$ cat src/pcg_pkg.sv
// Shared types, codes and the brute-force character table for the
// password candidate generator. No dependencies.
`default_nettype none
package pcg_pkg;

    localparam int ADDR_W = 17;

    localparam logic [1:0] KIND_LOAD    = 2'd0;
    localparam logic [1:0] KIND_NEXT    = 2'd1;
    localparam logic [1:0] KIND_RESTART = 2'd2;

    localparam logic [2:0] MODE_PLAIN   = 3'd0;
    localparam logic [2:0] MODE_CAPS    = 3'd1;
    localparam logic [2:0] MODE_LEET    = 3'd2;
    localparam logic [2:0] MODE_LCAPS   = 3'd3;
    localparam logic [2:0] MODE_SCAPS   = 3'd4;
    localparam logic [2:0] MODE_SLEET   = 3'd5;
    localparam logic [2:0] MODE_BRUTE   = 3'd6;
    localparam logic [2:0] MODE_DONE    = 3'd7;

    localparam logic [6:0] CHARSET_SIZE = 7'd90;
    localparam logic [6:0] CHARSET_LAST = 7'd89;

    localparam logic [0:89][7:0] CHARSET =
        "abcdefghijklmnopqrstuvwxyzABCDEFGHIJKLMNOPQRSTUVWXYZ0123456789!@#$%^&*()[{]}/?=+-_'\\\";<>,.";

    localparam logic [0:0] REG_MAX_LENGTH = 1'd0;
    localparam logic [0:0] REG_WL_BYTES   = 1'd1;

    typedef struct packed {
        logic [1:0]  kind;
        logic [11:0] load_address;
        logic [7:0]  load_byte;
    } t_in;

    typedef struct packed {
        logic [7:0] candidate_char;
        logic       last;
    } t_out;

    typedef enum logic [2:0] {
        S_IDLE,
        S_START,
        S_GEN,
        S_FIN,
        S_ERD,
        S_EWR
    } t_state;

    typedef struct packed {
        logic accept;
        logic start;
        logic gen_char;
        logic gen_end;
        logic fin;
        logic emit_char;
        logic emit_last;
    } t_cmd;

    typedef struct packed {
        logic more;
        logic dup;
        logic at_end;
        logic slot_free;
    } t_sts;

    function automatic logic [7:0] charset_at(input logic [6:0] idx);
        logic [7:0] c;
        c = 8'd0;
        if (idx < CHARSET_SIZE) begin
            c = CHARSET[idx];
        end
        return c;
    endfunction

    function automatic logic [7:0] to_upper(input logic [7:0] c);
        logic [7:0] r;
        r = c;
        if (c >= "a" && c <= "z") begin
            r = c - 8'd32;
        end
        return r;
    endfunction

    function automatic logic [7:0] to_leet(input logic [7:0] c);
        logic [7:0] r;
        r = c;
        if (c == "o") begin
            r = "0";
        end else if (c == "e") begin
            r = "3";
        end else if (c == "i") begin
            r = "1";
        end
        return r;
    endfunction

    function automatic logic [7:0] shift_one(input logic [7:0] c);
        logic [7:0] r;
        r = c;
        if (c >= "a" && c <= "z") begin
            r = c - 8'd32;
        end else if (c >= "2" && c <= "9") begin
            r = c - 8'd1;
        end else if (c == "0") begin
            r = "O";
        end else if (c == "1") begin
            r = "!";
        end
        return r;
    endfunction

endpackage
`default_nettype wire

$ cat src/pcg_ctrl.sv
// Controller state machine of the candidate generator.
// Depends on pcg_pkg; drives commands to pcg_dp from its status.
`default_nettype none
module pcg_ctrl (
    input  wire logic          i_clk,
    input  wire logic          i_rst_n,
    input  wire logic          i_in_valid,
    input  wire logic [1:0]    i_kind,
    input  wire pcg_pkg::t_sts i_sts,
    output pcg_pkg::t_cmd      o_cmd,
    output logic               o_in_ready
);
    import pcg_pkg::*;

    t_state r_state, n_state;

    always_ff @(posedge i_clk) begin
        if (!i_rst_n) begin
            r_state <= S_IDLE;
        end else begin
            r_state <= n_state;
        end
    end

    always_comb begin
        n_state = r_state;
        case (r_state)
            S_IDLE: begin
                if (i_in_valid && i_kind == KIND_NEXT) begin
                    n_state = S_START;
                end
            end
            S_START: n_state = S_GEN;
            S_GEN: begin
                if (!i_sts.more) begin
                    n_state = S_FIN;
                end
            end
            S_FIN: n_state = i_sts.dup ? S_START : S_ERD;
            S_ERD: n_state = S_EWR;
            S_EWR: begin
                if (i_sts.slot_free) begin
                    n_state = i_sts.at_end ? S_IDLE : S_ERD;
                end
            end
            default: n_state = S_IDLE;
        endcase
    end

    always_comb begin
        o_cmd      = '0;
        o_in_ready = 1'b0;
        case (r_state)
            S_IDLE: begin
                o_in_ready   = 1'b1;
                o_cmd.accept = i_in_valid;
            end
            S_START: o_cmd.start = 1'b1;
            S_GEN: begin
                o_cmd.gen_char = i_sts.more;
                o_cmd.gen_end  = !i_sts.more;
            end
            S_FIN: o_cmd.fin = !i_sts.dup;
            S_ERD: ;
            S_EWR: begin
                o_cmd.emit_char = i_sts.slot_free && !i_sts.at_end;
                o_cmd.emit_last = i_sts.slot_free && i_sts.at_end;
            end
            default: ;
        endcase
    end

endmodule
`default_nettype wire

$ cat config.mk
export PLATFORM = sky130hd
export DESIGN_NAME = pcg_ctrl
export DESIGN_NICKNAME = d
export VERILOG_FILES = /design/src/pcg_pkg.sv /design/src/pcg_ctrl.sv
export SDC_FILE = /design/constraint.sdc
export NUM_CORES = 1
export LEC_CHECK = 0
export BUFFER_PORTS_ARGS = -buffer_cell sky130_fd_sc_hd__buf_2
export CAP_MARGIN = 30
export CELL_PAD_IN_SITES_DETAIL_PLACEMENT = 2
export CELL_PAD_IN_SITES_GLOBAL_PLACEMENT = 2
export CORE_AREA = 2 2 39 41
export CTS_BUF_LIST = sky130_fd_sc_hd__clkbuf_2 sky130_fd_sc_hd__clkbuf_4 sky130_fd_sc_hd__clkbuf_8
export CTS_CLUSTER_SIZE = 16
export DETAILED_ROUTE_END_ITERATION = 16
export DIE_AREA = 0 0 41 43
export GPL_ROUTABILITY_DRIVEN = 0
export PLACE_DENSITY = 0.83
export SYNTH_ARGS = -nofsm -noshare
export SYNTH_HDL_FRONTEND = slang
export SYNTH_SLANG_ARGS = --single-unit
$ cat constraint.sdc
create_clock -name i_clk -period 1.6 [get_ports i_clk]
set_clock_uncertainty 0.1 [all_clocks]
set_input_delay 0.16 -clock i_clk [delete_from_list [all_inputs] [get_ports i_clk]]
set_output_delay 0.16 -clock i_clk [all_outputs]
set_load 0.01 [all_outputs]
==> key figures <==
Timing
  • Final Critical Period: 1.45 ns
  • Setup TNS: 0 ns
  • Worst-Margin Slew: 0.222 ns
  • Hold Slack: 0.0764 ns
  • # setup viols final: 0
  • Worst relative slew slack: 85.1%
  • Post-route clock period utilization: 90.8%
  • Final Hold Viols: 0
  • FMAX: 688 MHz
  • Max Slew Vio Count: 0
  • Worst setup margin: 0.147 ns
  • Unrepaired setup endpoints after global routing: false

Floorplanning
  • Initial Utilization: 18.6%
  • Die area: 0.00176 sq mm
  • I/O pins: 17
  • Chip width: 41 microns
  • Row count: 14
  • Core area: 0.00138 sq mm
  • Die height: 43 microns

Pwr
  • Static leakage: 0.168 nW
  • Reg power frac: 30.5%
  • NetSw: 0.165 mW
  • Internal: 0.299 mW
  • Logic pwr share: 36.8%
  • Sw frac: 35.5%
  • Clock share of power: 32.7%
  • Power density over the cells: 1280 mW/mm^2
  • Peak VDD IR: 282 uV

Final layout
  • Largest registers: r_state: 3 flops
  • Largest Register: r_state
  • Area grow syn2layout: 40.3%
  • Fill count: 164
  • FF/Latch Area: 63.8 sq um
  • Final Cell Area: 362 sq um
  • Share of cells above drive strength 1: 55.3%
  • Area of the multi-input gates: 156 sq um
  • Diode count: 0
  • Nets@finish: 57
  • Max FFs per register: 3

Clock tree
  • Total CTS buffers: 3
  • Hold Buf Count CTS: 0
  • Sink Count: 3
  • Clock latency on the worst-skew pair: 0.24 ns
  • Longest Clk Path Bufs: 2
  • Clock Root Buffer: clkbuf_4
  • H-Tree Level Count: 1
  • Buffer count from post-CTS setup fixing: 0
  • CTS clock-pin slew for the worst setup and hold paths: 0.04 ns
  • CTS tree: done

Global routing
  • Total track usage: 11.4%
  • First-pass GRT wire length: 1300 microns
  • Initial antenna violation count: 0
  • Largest net degree at the start of global routing: 11
  • Vias in the first global route: 310
  • GRT overflow: 0

Worst setup path
  • Critical Path End Type: output port
  • Reg2Reg Capture Point: r_state[0]$_SDFFE_PN0P_
  • Crit path kind: flop to output port
  • Arrival time at the worst endpoint: 1.19 ns
  • CP required: 1.34 ns
  • Reg2reg setup slack: 0.40 ns
  • R2R cell count: 3
  • Critical Path Source Type: flop
  • Crit path max fanout: 8
  • R2R Path Start: r_state[0]$_SDFFE_PN0P_

Synth
  • Largest family of logic cells by synthesized area: simple AND/OR/NAND/NOR gates
  • Complex-gate fraction of the synthesized area: 13.6%
  • Yosys top cell area share: 23.3%
  • Xor/xnor cell area share of the yosys netlist: 3.40%
  • Simple-Gate Fraction of Synth Area: 43.7%
  • Avg Synthesized Cell Area: 8.59 sq um
  • Synth Area in Adders: 0%
  • Sequential-to-total area share from yosys stat: 23.3%
  • Share of flip-flops with an asynchronous set or reset: 0%
  • Post-synth top cells: dfxtp_1 (3), inv_1 (3), nor2_1 (3)
  • Leading area contributor after synthesis: dfxtp_1
  • Cells after Synth: 30
  • #FFs+latches synth: 3
  • Yosys warns: 0
  • Synth cell types: 22
  • Ys flop type: dfxtp_1
  • Post-synth EDFFs: 0
  • Mux contribution to synthesized area: 0%
  • Post-Synthesis Cell Area: 258 sq um
  • Syn nets: 39
  • Main area contributors after synthesis: dfxtp_1 (23%), nor4bb_4 (9.7%), buf_6 (8.7%)

Hold path
  • Hold wc startpoint: i_rst_n
  • WHS Path Cells: 3
  • Worst Hold End: r_state[1]$_SDFFE_PN0P_
  • Worst hold path type: primary input to flop

Placement
  • Buffers on Ports: 16
  • Dpl ws: 0.249 ns
  • Post-DP HPWL: 582 microns
  • Post-DP Area: 328 sq um

Detailed routing
  • Pre-antenna DRT Iters: 1
  • DRC viols: 0
  • Initial DRC count: 0
  • Drt wl/cell: 12.1 microns
  • Routed Antenna Nets: 0
  • Post-Route WL: 764 microns
  • Drt via density: 4.38
  • Vias: 276

Outcome
  • Outcome: completed

Job
  • Total of max-cap violations: 0
==> power groups by stage <==
stage	Clock (mW)	Combinational [mW]	Sequential, mW
final	0.152	0.171	0.141
after global routing	0.168	0.188	0.149
after CTS	0.158	0.175	0.141
after detailed placement	0	0.173	0.140
after global placement	0	0.168	0.134
after floorplan	0	0.177	0.0979
==> worst max-delay path: stages, from the launching register on <==
cell and delay [ns]:
dfxtp_2 0.41, inv_1 0.09, nor4_1 0.27, buf_2 0.18
==> cells by family (layout without fill, tap and decap cells) <==
| family | after synthesis | in the layout |
|---|---|---|
| xor+xnor | 1 | 1 |
| flops | 3 | 3 |
| simple gates | 15 | 15 |
| compound gates | 5 | 5 |
| buf+inv | 6 | 23 |
==> area by class of cell <==
class,count,area share (%)
well taps,16,5.54
multi-input cells,21,43.3
clock buffers,4,8.30
flip-flops and latches,3,17.6
inverters,3,3.11
repair buffers,16,22.1
==> cell usage in the layout, fill, tap and decap left out, drive strengths merged, types with 2 or more instances in the layout <==
| cell type | synthesis | final |
|---|---|---|
| inv | 3 | 3 |
| dfxtp | 3 | 3 |
| a21oi | 2 | 2 |
| clkbuf | 0 | 4 |
| buf | 3 | 16 |
| nor3 | 2 | 2 |
| nor2 | 3 | 3 |
==> metal layers <==
| layer | share of wire, % | global-route usage (%) |
|---|---|---|
| met4 | 0 | 10.0 |
| met1 | 36 | 10.3 |
| met2 | 60 | 20.0 |
| met5 | 0 | 0 |
| met3 | 3.8 | 1.57 |
==> worst max path at each step <==
stage | from | to | cells after the start
after detailed placement | r_state[0]$_SDFFE_PN0P_ | r_state[0]$_SDFFE_PN0P_ | 3
final | r_state[1]$_SDFFE_PN0P_ | o_cmd[3] | 3
after global routing | r_state[1]$_SDFFE_PN0P_ | o_cmd[3] | 3
after global placement | r_state[0]$_SDFFE_PN0P_ | r_state[0]$_SDFFE_PN0P_ | 3
after CTS | r_state[0]$_SDFFE_PN0P_ | o_cmd[0] | 3
after floorplan | r_state[2]$_SDFFE_PN0P_ | r_state[0]$_SDFFE_PN0P_ | 4
==> timing repair <==
action,in CTS,in global routing
gates cloned,0,0
resized for setup,1,2
setup endpoints to repair,1,2
==> stage by stage <==
step	total power [mW]	cells	utilization, %
floorplan	0.275	30	-
global placement	0.302	59	23.7
detailed placement	0.313	59	23.7
CTS	0.474	63	25.9
global route	0.505	63	26.1
finish	0.464	63	26.1
Note: power is estimated with default switching activity, not from simulation.
